File: config.mk
export PLATFORM = sky130hd
export DESIGN_NAME = rtd_sqrt
export DESIGN_NICKNAME = d
export VERILOG_FILES = /design/src/rtd_sqrt.sv
export SDC_FILE = /design/constraint.sdc
export NUM_CORES = 2
export LEC_CHECK = 0
export BUFFER_PORTS_ARGS = -buffer_cell sky130_fd_sc_hd__buf_2
export CAP_MARGIN = 20
export CORE_MARGIN = 2
export CORE_UTILIZATION = 35
export CTS_CLUSTER_DIAMETER = 30
export DETAILED_ROUTE_END_ITERATION = 6
export PLACE_DENSITY = 0.48
export SLEW_MARGIN = 40
export SYNTH_ARGS = -nofsm -noshare
export SYNTH_HDL_FRONTEND = slang
export SYNTH_SLANG_ARGS = --single-unit
File: constraint.sdc
create_clock -name clk -period 4.95 [get_ports clk]
set_input_delay 0.2475 -clock clk [delete_from_list [all_inputs] [get_ports clk]]
set_output_delay 0.2475 -clock clk [all_outputs]
set_load 0.05 [all_outputs]
File: src/rtd_sqrt.sv
// Pipelined integer square root, one root bit per stage, with sideband.
// No package dependencies.
module rtd_sqrt #(
  parameter int unsigned IN_W   = 56,
  parameter int unsigned SIDE_W = 1
) (
  input  logic              clk,
  input  logic              rst_n,
  input  logic              en,
  input  logic              in_valid,
  input  logic [IN_W-1:0]   arg,
  input  logic [SIDE_W-1:0] in_side,
  output logic              out_valid,
  output logic [IN_W/2-1:0] root,
  output logic [SIDE_W-1:0] out_side
);
  localparam int unsigned R_W = IN_W / 2;

  logic [R_W:0]        valid_r;
  logic [IN_W-1:0]     rem_r    [R_W+1];
  logic [R_W-1:0]      root_r   [R_W+1];
  logic [SIDE_W-1:0]   side_r   [R_W+1];
  logic [IN_W-1:0]     rem_nxt  [R_W+1];
  logic [R_W-1:0]      root_nxt [R_W+1];

  // stage k decides root bit R_W-k: try root + 2^i against the remainder
  always_comb begin
    logic [IN_W:0] term;
    int unsigned   i;
    rem_nxt[0]  = arg;
    root_nxt[0] = '0;
    for (int k = 1; k <= R_W; k++) begin
      i    = R_W - k;
      term = ((IN_W+1)'(root_r[k-1]) << (i + 1)) + ((IN_W+1)'(1) << (2 * i));
      if ({1'b0, rem_r[k-1]} >= term) begin
        rem_nxt[k]  = rem_r[k-1] - term[IN_W-1:0];
        root_nxt[k] = root_r[k-1] | (R_W'(1) << i);
      end else begin
        rem_nxt[k]  = rem_r[k-1];
        root_nxt[k] = root_r[k-1];
      end
    end
  end

  always_ff @(posedge clk) begin
    if (!rst_n) begin
      valid_r <= '0;
    end else if (en) begin
      valid_r <= {valid_r[R_W-1:0], in_valid};
    end
  end

  always_ff @(posedge clk) begin
    if (en) begin
      side_r[0] <= in_side;
      for (int k = 0; k <= R_W; k++) begin
        rem_r[k]  <= rem_nxt[k];
        root_r[k] <= root_nxt[k];
      end
      for (int k = 1; k <= R_W; k++) begin
        side_r[k] <= side_r[k-1];
      end
    end
  end

  assign out_valid = valid_r[R_W];
  assign root      = root_r[R_W];
  assign out_side  = side_r[R_W];

endmodule

Yosys cells after proc, flatten, opt, wreduce, memory -nomap -nowiden:

Memories as Yosys holds them, arrays and structs flattened.
Cells that the tools add are included.

* bits in registers: 29
* memory bits (writable): 2465
* bits of input ports: 61
* output and inout port bits: 30
* word-level logic and storage cells: 146
* memories kept: 3

Memory list
* rem_r: words 29, bits a word 56, read ports 28, clocked after Yosys merged registers in 0, write ports 29, RTL line 20 `logic [IN_W-1:0] rem_r [R_W+1];`
* root_r: words 29, bits a word 28, read ports 29, clocked after Yosys merged registers in 0, write ports 29, RTL line 21 `logic [R_W-1:0] root_r [R_W+1];`
* side_r: words 29, bits a word 1, read ports 29, clocked after Yosys merged registers in 0, write ports 29, RTL line 22 `logic [SIDE_W-1:0] side_r [R_W+1];`

* $add $sub $neg: 56
* $lt $le $gt $ge: 28
* muxes and demuxes: 58

Operators by type and width (number)
* $mux W56: 28
* $sub A56 B56 Y56: 2
* $add A56 B55 Y57 const B: 1
* $ge A56 B57 Y1: 1
* $add A55 B53 Y56 const B: 1
* $ge A56 B30 Y1: 1
* $ge A56 B31 Y1: 1
* $ge A56 B32 Y1: 1
* $ge A56 B33 Y1: 1
* $ge A56 B34 Y1: 1
* $ge A56 B35 Y1: 1
* $ge A56 B36 Y1: 1
* $ge A56 B37 Y1: 1
* $ge A56 B38 Y1: 1
* $ge A56 B39 Y1: 1
* $ge A56 B40 Y1: 1
* $ge A56 B41 Y1: 1
* $ge A56 B42 Y1: 1
* $ge A56 B43 Y1: 1
* $ge A56 B44 Y1: 1
* $ge A56 B45 Y1: 1
* $ge A56 B46 Y1: 1
* $ge A56 B47 Y1: 1
* $ge A56 B48 Y1: 1
* 88 further kinds: 90

Logic depth before layout (Yosys ltp):

An unclocked memory read counts as a cell.

* depth in word-level cells: 4
* depth in mapped cells: 15
* mapped depth without buffers: 12

Least setup slack after synthesis:

Ideal clock, no wire load.

* path type: register to register
* from: memory rem_r[17][22], in the netlist rem_r[1][78]
* to: memory rem_r[18][53], in the netlist rem_r[1][165], data pin
* setup time: 0.271 ns
* data arrival time: 3.217 ns
* required time: 4.679 ns
* path slack: 1.461 ns
* stages on the path, launching flop included: 13
* path buffers: 2
* period minus slack after synthesis: 3.489 ns
* cell sequence: edfxtp_1 ha_1 or4bb_1 or4_1 nor4_1 nor4b_1 o211a_1 clkbuf_1 nand2b_1 or3_1 clkbuf_1 nor4_1 xor2_1

RTL lines (RTL line)
* start: declaration: 20

==> metrics.csv <==
metric,value,unit
maxCapViolations,0,
met3WireLength,10.16,mm
cts_buffer_depth,4,
root_buffer,clkbuf_16,
fmaxAchievable,0.2399,GHz
timing.final.crit_share,84.21,%
synth_top_family_by_area,simple AND/OR/NAND/NOR gates,
drc,0,
grt_overflow,0,
drv_slew,0,
final-setup-viol-count,0,
p_leak,0.04450,uW
dr_wl_met2,114.6,mm
ios,91,
drt_wl_total,233.8,mm
crit_family,compound AO/OA/AOI/OAI gates,
most-common-layout-cells,"2003 x edfxtp_1, 539 x inv_1, 479 x nor2_1",
ys_ff_latch,2032,
rows,191,
ys_seq_area_share,63.77,%
crit_required,5.58,ns
synth_xor_area_share,6.088,%
vias,60490,
areaGrowthSynthToFinish,23.01,%
crit_chain,inv_1 > ha_1 > a211oi_1 > o221ai_1 > a21o_1 > a21oi_1 > o21ai_0 > o211ai_1 > and3_1 > clkinv_1 > buf_4 > nand4_1 > xnor2_1,
critPathKind,flip-flop to flip-flop,
grt_start_max_net_pins,160,
synthAdderAreaFrac,5.676,%
maxSlewHeadroom,42.50,%
wire_per_inst,19.55,um
final.setup.tns,0,ns
start_util,35.17,%
worstPathArrival,4.80,ns
tightest_slew,0.8546,ns
ant_nets,0,
final_layout_size_suffix_gt1_share,12.59,%
htreeDepth,5,
cts.repair.resized,0,
finClkSkew,0.05772,ns
maxUsedRoutingLayer,met4,
avgSynthCellArea,12.84,sq um
worstSkewPairLatency,0.92,ns
yosys_warnings,0,
critPathLaunch,root_r[1][229],
synth_edf_count,2003,
grt_pass1_wl,357.5,mm
clkSinkCount,2032,
place.gp.congestion,0.8846,
crit_path_end_kind,flip-flop,
rsz0062_at_grt,false,
routed_via_density,5.057,
hold_path.class,input pin to flip-flop,
synthArstFlopShare,0,%
status,completed,
timing.rr.start,root_r[1][229],
chipWidth,525.6,um
first_iter_violations,4531,
syn_nets,7911,
min_period,4.168,ns
crit_buf_inv,3,
hold_viol_final,0,
die-area,0.2763,sq mm
synthMuxAreaShare,1.243,%
port_buffers,90,
post_cts_buffers,0,
crit_path_max_fanout,44,
die_y,525.6,um
start_kind,flip-flop,
nets,8492,
synth_ff_type,edfxtp_1,
wl_met1,103.9,mm
cts_hold_buf,117,
place_ws,0.8445,ns
first_pass_iters,5,
first_global_vias,60730,
irDropWorstVdd,0.5306,mV
path_clk_slew,0.05,ns
synthSimpleGateAreaFrac,11.62,%
synth.distinct_cells,90,
core-area,0.2708,sq mm
grtUsageTotal,16.46,%
critical_path.max_stage_delay,0.50,ns
dp.final_hpwl,170.3,mm
antenna_found_initial,5,
setup_ws,0.7815,ns
synth_cells,7418,
power_density,531.0,mW/mm^2
layout_commonest_cell,edfxtp_1,
cp_slowest_cell,and3_1,
syn_area,0.09523,sq mm
numCtsBuffers,443,
min_from,in_side,
cts_tree,yes,
synth_compound_area_share,8.907,%
cell type report:
cell class / count / area (sq um)
sequential: 2032 / 60730
tap: 3570 / 4467
multi-input combinational: 4708 / 32110
clock buffer: 482 / 11320
fill: 24760 / 153600
clock inverter: 351 / 4101
inverter: 542 / 2034
timing repair buffer: 272 / 2385
antenna: 3 / 7.507
kinds of logic (layout without fill, tap and decap cells):
family / Yosys count / count (layout)
and+or+nand+nor: 2142 / 2142
muxes: 107 / 107
xor gates and xnor gates: 662 / 662
adders and majority gates: 432 / 432
other: 0 / 3
buffers and inverters: 678 / 1647
AOI/OAI and AO/OA: 1365 / 1365
DFF: 2032 / 2032
power by group:
group	total [uW]	switching, uW	internal, uW
Sequential	23300	1670	21600
Combinational	9100	5330	3770
Clock	29800	9780	20000
sequential cells by signal, summed over array words and instances, names as in the netlist:
name / count
valid_r: 29
side_r: 29
root_r: 406
rem_r: 1568
metrics by stage:
step                hold slack [ns]  total power, uW  instance area, sq um  std cells  util, %
global route                0.04293            64980                117100      11960    43.26
floorplan                    0.3464            29340                 95230       7418        -
global placement             0.4063            32500                100300      11000    37.05
detailed placement           0.4052            32580                100400      11000    37.09
finish                      0.09480            62200                117100      11960    43.27
CTS                         0.02556            62850                117000      11950    43.22
final timing paths:
kind | cells after the start | slack [ns] | end
max | 13 | 0.78 | rem_r[1][538]
max reg2reg | 13 | 0.78 | rem_r[1][538]
min | 2 | 0.09 | side_r[0][0]
min reg2reg | 0 | 0.41 | side_r[0][1]
synthesized netlist by cell type, types with 10 or more instances:
| library cell | number | area share (%) |
|---|---|---|
| nor4b_1 | 39 | 0.36 |
| nand2_1 | 462 | 1.8 |
| a21boi_0 | 21 | 0.17 |
| edfxtp_1 | 2003 | 63 |
| ha_1 | 432 | 5.7 |
| o21bai_1 | 42 | 0.33 |
| nand3b_1 | 28 | 0.22 |
| dfxtp_1 | 29 | 0.61 |
| nor2_1 | 480 | 1.9 |
| o31ai_1 | 36 | 0.28 |
| and3_1 | 39 | 0.26 |
| a21oi_1 | 441 | 2.3 |
| or2_2 | 29 | 0.19 |
| mux2i_1 | 38 | 0.40 |
| inv_1 | 539 | 2.1 |
| a31o_2 | 10 | 0.092 |
| and4_1 | 19 | 0.17 |
| o21a_1 | 64 | 0.50 |
| o211ai_1 | 29 | 0.23 |
| a211oi_1 | 42 | 0.33 |
| or4_1 | 51 | 0.40 |
| or3_1 | 65 | 0.43 |
| nor3b_1 | 14 | 0.11 |
| and2_1 | 26 | 0.17 |
| nand4_1 | 115 | 0.76 |
| o41ai_1 | 14 | 0.13 |
| nand2b_1 | 80 | 0.53 |
| and4b_1 | 11 | 0.12 |
| nor3_1 | 205 | 1.1 |
| clkbuf_1 | 120 | 0.47 |
| xor2_1 | 305 | 2.8 |
| mux2_2 | 61 | 0.72 |
| a211o_1 | 15 | 0.14 |
| o21ai_0 | 326 | 1.7 |
| nand4b_1 | 11 | 0.10 |
| a31oi_1 | 42 | 0.28 |
| o31a_1 | 10 | 0.092 |
| nand3_1 | 117 | 0.61 |
| nor2b_1 | 77 | 0.51 |
| nor4_1 | 248 | 1.6 |
| xnor2_1 | 357 | 3.3 |
| a21o_1 | 175 | 1.4 |
per-layer routing:
metal  track usage [%]  up-vias
met5                 0        -
met4             4.415        0
met3             2.715      398
met2             28.17     1330
met1             21.50    29530
li1                  -    29230
Note: power is estimated with default switching activity, not from simulation.
