## src/rtd_div.sv

```systemverilog
// Pipelined restoring divider, one quotient bit per stage, with overflow flag.
// Carries a sideband word alongside; no package dependencies.
module rtd_div #(
  parameter int unsigned NUM_W  = 42,
  parameter int unsigned DEN_W  = 16,
  parameter int unsigned Q_W    = 29,
  parameter int unsigned SIDE_W = 1
) (
  input  logic              clk,
  input  logic              rst_n,
  input  logic              en,
  input  logic              in_valid,
  input  logic [NUM_W-1:0]  num,
  input  logic [DEN_W-1:0]  den,
  input  logic [SIDE_W-1:0] in_side,
  output logic              out_valid,
  output logic [Q_W-1:0]    quo,
  output logic              ovf,
  output logic [SIDE_W-1:0] out_side
);
  localparam int unsigned RW = DEN_W + Q_W;

  logic [Q_W:0]        valid_r;
  logic [RW-1:0]       rem_r   [Q_W+1];
  logic [Q_W-1:0]      quo_r   [Q_W+1];
  logic                ovf_r   [Q_W+1];
  logic [SIDE_W-1:0]   side_r  [Q_W+1];
  logic [RW-1:0]       rem_nxt [Q_W+1];
  logic [Q_W-1:0]      quo_nxt [Q_W+1];
  logic                ovf_in;

  // quotient would not fit in Q_W bits
  assign ovf_in = (num >> Q_W) >= NUM_W'(den);

  always_comb begin
    logic [RW-1:0] dsh;
    logic [RW:0]   diff;
    rem_nxt[0] = RW'(num);
    quo_nxt[0] = '0;
    for (int k = 1; k <= Q_W; k++) begin
      dsh  = RW'(den) << (Q_W - k);
      diff = {1'b0, rem_r[k-1]} - {1'b0, dsh};
      if (diff[RW]) begin
        rem_nxt[k] = rem_r[k-1];
        quo_nxt[k] = quo_r[k-1];
      end else begin
        rem_nxt[k] = diff[RW-1:0];
        quo_nxt[k] = quo_r[k-1] | (Q_W'(1) << (Q_W - k));
      end
    end
  end

  always_ff @(posedge clk) begin
    if (!rst_n) begin
      valid_r <= '0;
    end else if (en) begin
      valid_r <= {valid_r[Q_W-1:0], in_valid};
    end
  end

  always_ff @(posedge clk) begin
    if (en) begin
      ovf_r[0]  <= ovf_in;
      side_r[0] <= in_side;
      for (int k = 0; k <= Q_W; k++) begin
        rem_r[k] <= rem_nxt[k];
        quo_r[k] <= quo_nxt[k];
      end
      for (int k = 1; k <= Q_W; k++) begin
        ovf_r[k]  <= ovf_r[k-1];
        side_r[k] <= side_r[k-1];
      end
    end
  end

  assign out_valid = valid_r[Q_W];
  assign quo       = quo_r[Q_W];
  assign ovf       = ovf_r[Q_W];
  assign out_side  = side_r[Q_W];

endmodule

```

## config.mk

```make
export PLATFORM = sky130hd
export DESIGN_NAME = rtd_div
export DESIGN_NICKNAME = d
export VERILOG_FILES = /design/src/rtd_div.sv
export SDC_FILE = /design/constraint.sdc
export NUM_CORES = 2
export LEC_CHECK = 0
export BUFFER_PORTS_ARGS = -buffer_cell sky130_fd_sc_hd__buf_2
export CAP_MARGIN = 20
export CORE_UTILIZATION = 50
export CTS_CLUSTER_SIZE = 8
export DETAILED_ROUTE_END_ITERATION = 16
export PLACE_DENSITY = 0.65
export SKIP_LAST_GASP = 1
export SLEW_MARGIN = 10
export SYNTH_ARGS = -nofsm -noshare
export SYNTH_HDL_FRONTEND = slang
export SYNTH_SLANG_ARGS = --single-unit
```

## constraint.sdc

```tcl
create_clock -name clk -period 10.9 [get_ports clk]
set_clock_uncertainty 0.15 [all_clocks]
set_input_delay 1.09 -clock clk [delete_from_list [all_inputs] [get_ports clk]]
set_output_delay 1.09 -clock clk [all_outputs]
set_load 0.01 [all_outputs]
```

[Yosys cells after proc, flatten, opt, wreduce, memory -nomap -nowiden]
Memories as Yosys holds them, arrays and structs flattened.
Index checks and enable logic that the tools add are counted.
Widths: inputs -> output; s select.
Word-level totals
  register bits: 30
  RAM bits: 2280
  input bits: 63
  output and inout bits: 32
  memories kept: 4
Memories
  rem_r: depth 30, bits a word 45, read ports 29, clocked after Yosys merged registers in 0, wr ports 30, RTL line 24  | logic [RW-1:0] rem_r [Q_W+1];
  quo_r: depth 30, bits a word 29, read ports 30, clocked after Yosys merged registers in 0, wr ports 30, RTL line 25  | logic [Q_W-1:0] quo_r [Q_W+1];
  ovf_r: depth 30, bits a word 1, read ports 30, clocked after Yosys merged registers in 0, wr ports 30, RTL line 26  | logic ovf_r [Q_W+1];
  side_r: depth 30, bits a word 1, read ports 30, clocked after Yosys merged registers in 0, wr ports 30, RTL line 27  | logic [SIDE_W-1:0] side_r [Q_W+1];
Operators by class
  $add $sub $neg: 29
  magnitude comparators: 1
  muxes and demuxes: 60
Operators with widths (count)
  $mux 45: 29
  $sub 45x16->46: 1
  $sub 45x17->46: 1
  $sub 45x18->46: 1
  $sub 45x19->46: 1
  $sub 45x20->46: 1
  $sub 45x21->46: 1
  $sub 45x22->46: 1
  $sub 45x23->46: 1
  $sub 45x24->46: 1
  $sub 45x25->46: 1
  $sub 45x26->46: 1
  $sub 45x27->46: 1
  $sub 45x28->46: 1
  $sub 45x29->46: 1
  $sub 45x30->46: 1
  $sub 45x31->46: 1
  $sub 45x32->46: 1
  $sub 45x33->46: 1
  $sub 45x34->46: 1
  $sub 45x35->46: 1
  $sub 45x36->46: 1
  $sub 45x37->46: 1
  $sub 45x38->46: 1
  other kinds (36): 38

[Logic depth before layout (Yosys ltp)]
An unclocked memory read counts as a cell.
  depth after elaboration: 3
  depth in mapped cells: 13
  depth with buffers taken out: 13

[Least setup slack after synthesis]
OpenSTA, ideal clock, no wires.
  path type: in2reg
  from: input port den[1]
  to: memory rem_r[1][355] in the netlist's numbering (data pin)
  setup time: 0.266 ns
  arrival: 4.341 ns
  required time: 10.484 ns
  path slack: 6.142 ns
  cell stages on the path: 12
  cell sequence: inv_1 > ha_1 > nor2b_1 > o31a_1 > o41a_1 > o211ai_1 > o21ai_0 > nor2_1 > clkinv_1 > o2111ai_1 > nor3_1 > xor2_1
RTL lines
  from (decl): RTL line 14  | input logic [DEN_W-1:0] den,
  to (decl): RTL line 24

==> results.sh <==
export IMPL_cts_path_max_buffers=4
export IMPL_dp_hpwl_um=121700
export IMPL_cts_made_buffers=279
export IMPL_global_route_usage_met3=0.03044
export IMPL_die_h_um=425.4
export IMPL_fmax_ghz=0.1721
export IMPL_viasPerCell=5.739
export IMPL_fp_dieArea_sq_mm=0.1810
export IMPL_cts_hold_buffers_added=0
export IMPL_power_density_mw_per_mm2=242.2
export IMPL_busiest_layer="met2"
export IMPL_yosysMostFrequentCell="edfxtp_1"
export IMPL_track_usage=0.1996
export IMPL_firstDrtPassIters=6
export IMPL_hp_class="input pin to flip-flop"
export IMPL_drive_above_1_share=0.09046
export IMPL_num_rows=155
export IMPL_antenna_found_initial=0
export IMPL_postSynthCellCount=7020
export IMPL_grt_max_degree=183
export IMPL_synthFlopType="edfxtp_1"
export IMPL_die_w_um=425.4
export IMPL_clk_latency_ps=900
export IMPL_grt_pass1_vias=54519
export IMPL_cts_resized=0
export IMPL_ctsHtreeMaxLevel=5
export IMPL_use_met1=0.2588
export IMPL_core_area_sq_mm=0.1782
export IMPL_p_leak_nw=36.11
export IMPL_setup_viol=0
export IMPL_clk_pin_slew_ps=50
export IMPL_ioPinCount=95
export IMPL_synth_top_area_frac=0.6019
export IMPL_port_buffers=94
export IMPL_finalWirelength_um=181700
export IMPL_final_nets=7896
export IMPL_ys_ff_latch=1827
export IMPL_yosysUniqueCellTypes=101
export IMPL_fin_util=0.5635
export IMPL_post_drt_wl_per_cell_um=18.72
export IMPL_async_flop_share=0
export IMPL_status="finished, final reports clean"
export IMPL_synth_area_leaders="edfxtp_1, ha_1, xnor2_1"
export IMPL_synth_area_per_cell_sq_um=12.77
export IMPL_synth_top_cell_by_area="edfxtp_1"
export IMPL_multi_input_area_sq_mm=0.03392
export IMPL_crit_type="input pin to flip-flop"
export IMPL_rsz0062_at_grt="no"
export IMPL_cap_violations=0
export IMPL_worst_pin_slew_ps=1094
export IMPL_cts_root_buf="clkbuf_16"
export IMPL_drcViolationCount=0
export IMPL_tns_ps=0
export IMPL_grt_pass1_wl_um=289300
export IMPL_antenna_left=0
export IMPL_maxSlewHeadroom=0.2683
export IMPL_num_vias=55716
export IMPL_yosysWarnings=0
export IMPL_overflow=0
export IMPL_setup_worst_path_end_class="flip-flop"
export IMPL_gp_congestion=0.8609
export IMPL_cp_arrival_ps=6240
export IMPL_dr_first_iter_drc_count=4113
export IMPL_cts_setup_buffers=0
export IMPL_hold_viol=0
export IMPL_grtUsageMet2=0.3393
export IMPL_drv_slew=0
export IMPL_vdd_drop_max_v=0.0001733
export IMPL_startpoint_type="input pin"
export IMPL_fin_crit_ps=5811
export IMPL_seq_area_sq_mm=0.05456
export IMPL_mappedNetlistNets=7585
export IMPL_cts_num_sinks=1827
export IMPL_synth_edf_count=1797
export IMPL_cts_tree="done"
export IMPL_synthTopCellsByCount="edfxtp_1, nor2_1, nand2_1, ha_1, a21oi_1"
export IMPL_area_growth_pct=12.02
export IMPL_crit_required_ps=11330
export IMPL_yosysSeqAreaShare=0.6086
export IMPL_synth_area_sq_mm=0.08965
export IMPL_critPathMaxFanout=25
export IMPL_period_share=0.5331
export IMPL_fin_hold_ws_ps=213.1
export IMPL_fillers=14326
export IMPL_initial_core_util=0.5030
[registers in the layout, indices dropped and copies added (netlist names)]
| name | cells |
|---|---|
| quo_r | 435 |
| side_r | 30 |
| rem_r | 1302 |
| valid_r | 30 |
| ovf_r | 30 |
[cells by family after synthesis]
| family | Yosys count | share of synthesized area |
|---|---|---|
| other cells | 1 | 0.00004183 |
| simple gates | 2069 | 0.1167 |
| buf+inv | 313 | 0.01375 |
| fa+ha+maj | 502 | 0.07240 |
| flops | 1827 | 0.6086 |
| mux | 155 | 0.01887 |
| xor+xnor | 678 | 0.06624 |
| compound gates | 1475 | 0.1034 |
[routing by layer]
metal  up-vias  part of all wire
met5         -                 0
met4         0             0.030
met3       376             0.042
met2      1313              0.49
met1     26838              0.44
li1      27189                 -
[layout make-up]
cell class | count | area share
antenna | 3 | 0.00007475
tap | 2355 | 0.02934
inverter | 181 | 0.006765
multi-input combinational | 4880 | 0.3378
sequential | 1827 | 0.5433
timing repair buffer | 162 | 0.01108
clock inverter | 12 | 0.001146
clock buffer | 289 | 0.07053
[cell usage in the layout (no fill, tap or decap), drive strengths merged, types with 24 or more instances in the layout]
cell / instances
nand4: 56
nand3: 120
o21bai: 38
a211oi: 45
dfxtp: 30
nor3: 208
or4: 56
a31oi: 33
ha: 474
buf: 161
inv: 175
xor2: 321
edfxtp: 1797
o31ai: 62
clkbuf: 290
nor4: 110
a21oi: 439
xnor2: 357
nand2: 483
o21ai: 393
nor2: 506
nand3b: 24
and3: 28
nor2b: 109
or2: 44
fa: 28
o31a: 30
o21a: 93
mux2: 112
or3: 101
mux2i: 43
o211ai: 37
nand2b: 118
a21o: 120
[through the flow]
| step | cells | cell area (sq um) | total power [mW] | worst slack [ps] |
|---|---|---|---|---|
| finish | 9709 | 100400 | 24.32 | 5089 |
| global route | 9706 | 100400 | 25.73 | 4716 |
| CTS | 9704 | 100400 | 24.50 | 5186 |
| detailed placement | 9403 | 93200 | 16.99 | 4260 |
| global placement | 9401 | 93180 | 16.85 | 4447 |
| floorplan | 7020 | 89650 | 15.26 | 6142 |
[critical path, cell delays in order]
cell	delay, ps
buf_2	80
clkinv_1	680
buf_4	550
ha_1	400
o21a_1	120
o41a_1	150
o211ai_1	360
o21ai_0	270
nor2_1	710
clkinv_1	820
o2111ai_1	640
nor4_1	120
xor2_1	180
[path summary, 6_finish.rpt]
kind                       from            end  slack [ps]  cells after the start
hold reg to reg   rem_r[0][451]  rem_r[0][496]         240                      0
setup / recovery         den[6]  rem_r[1][351]        5090                     13
hold / removal          num[21]   rem_r[0][21]         210                      1
setup reg to reg  rem_r[1][291]  rem_r[1][351]        5820                     10
[power by group]
group	internal [mW]	switching (mW)
Combinational	2.93	3.80
Sequential	9.43	0.836
Clock	4.53	2.80
Note: power is estimated with default switching activity, not from simulation.
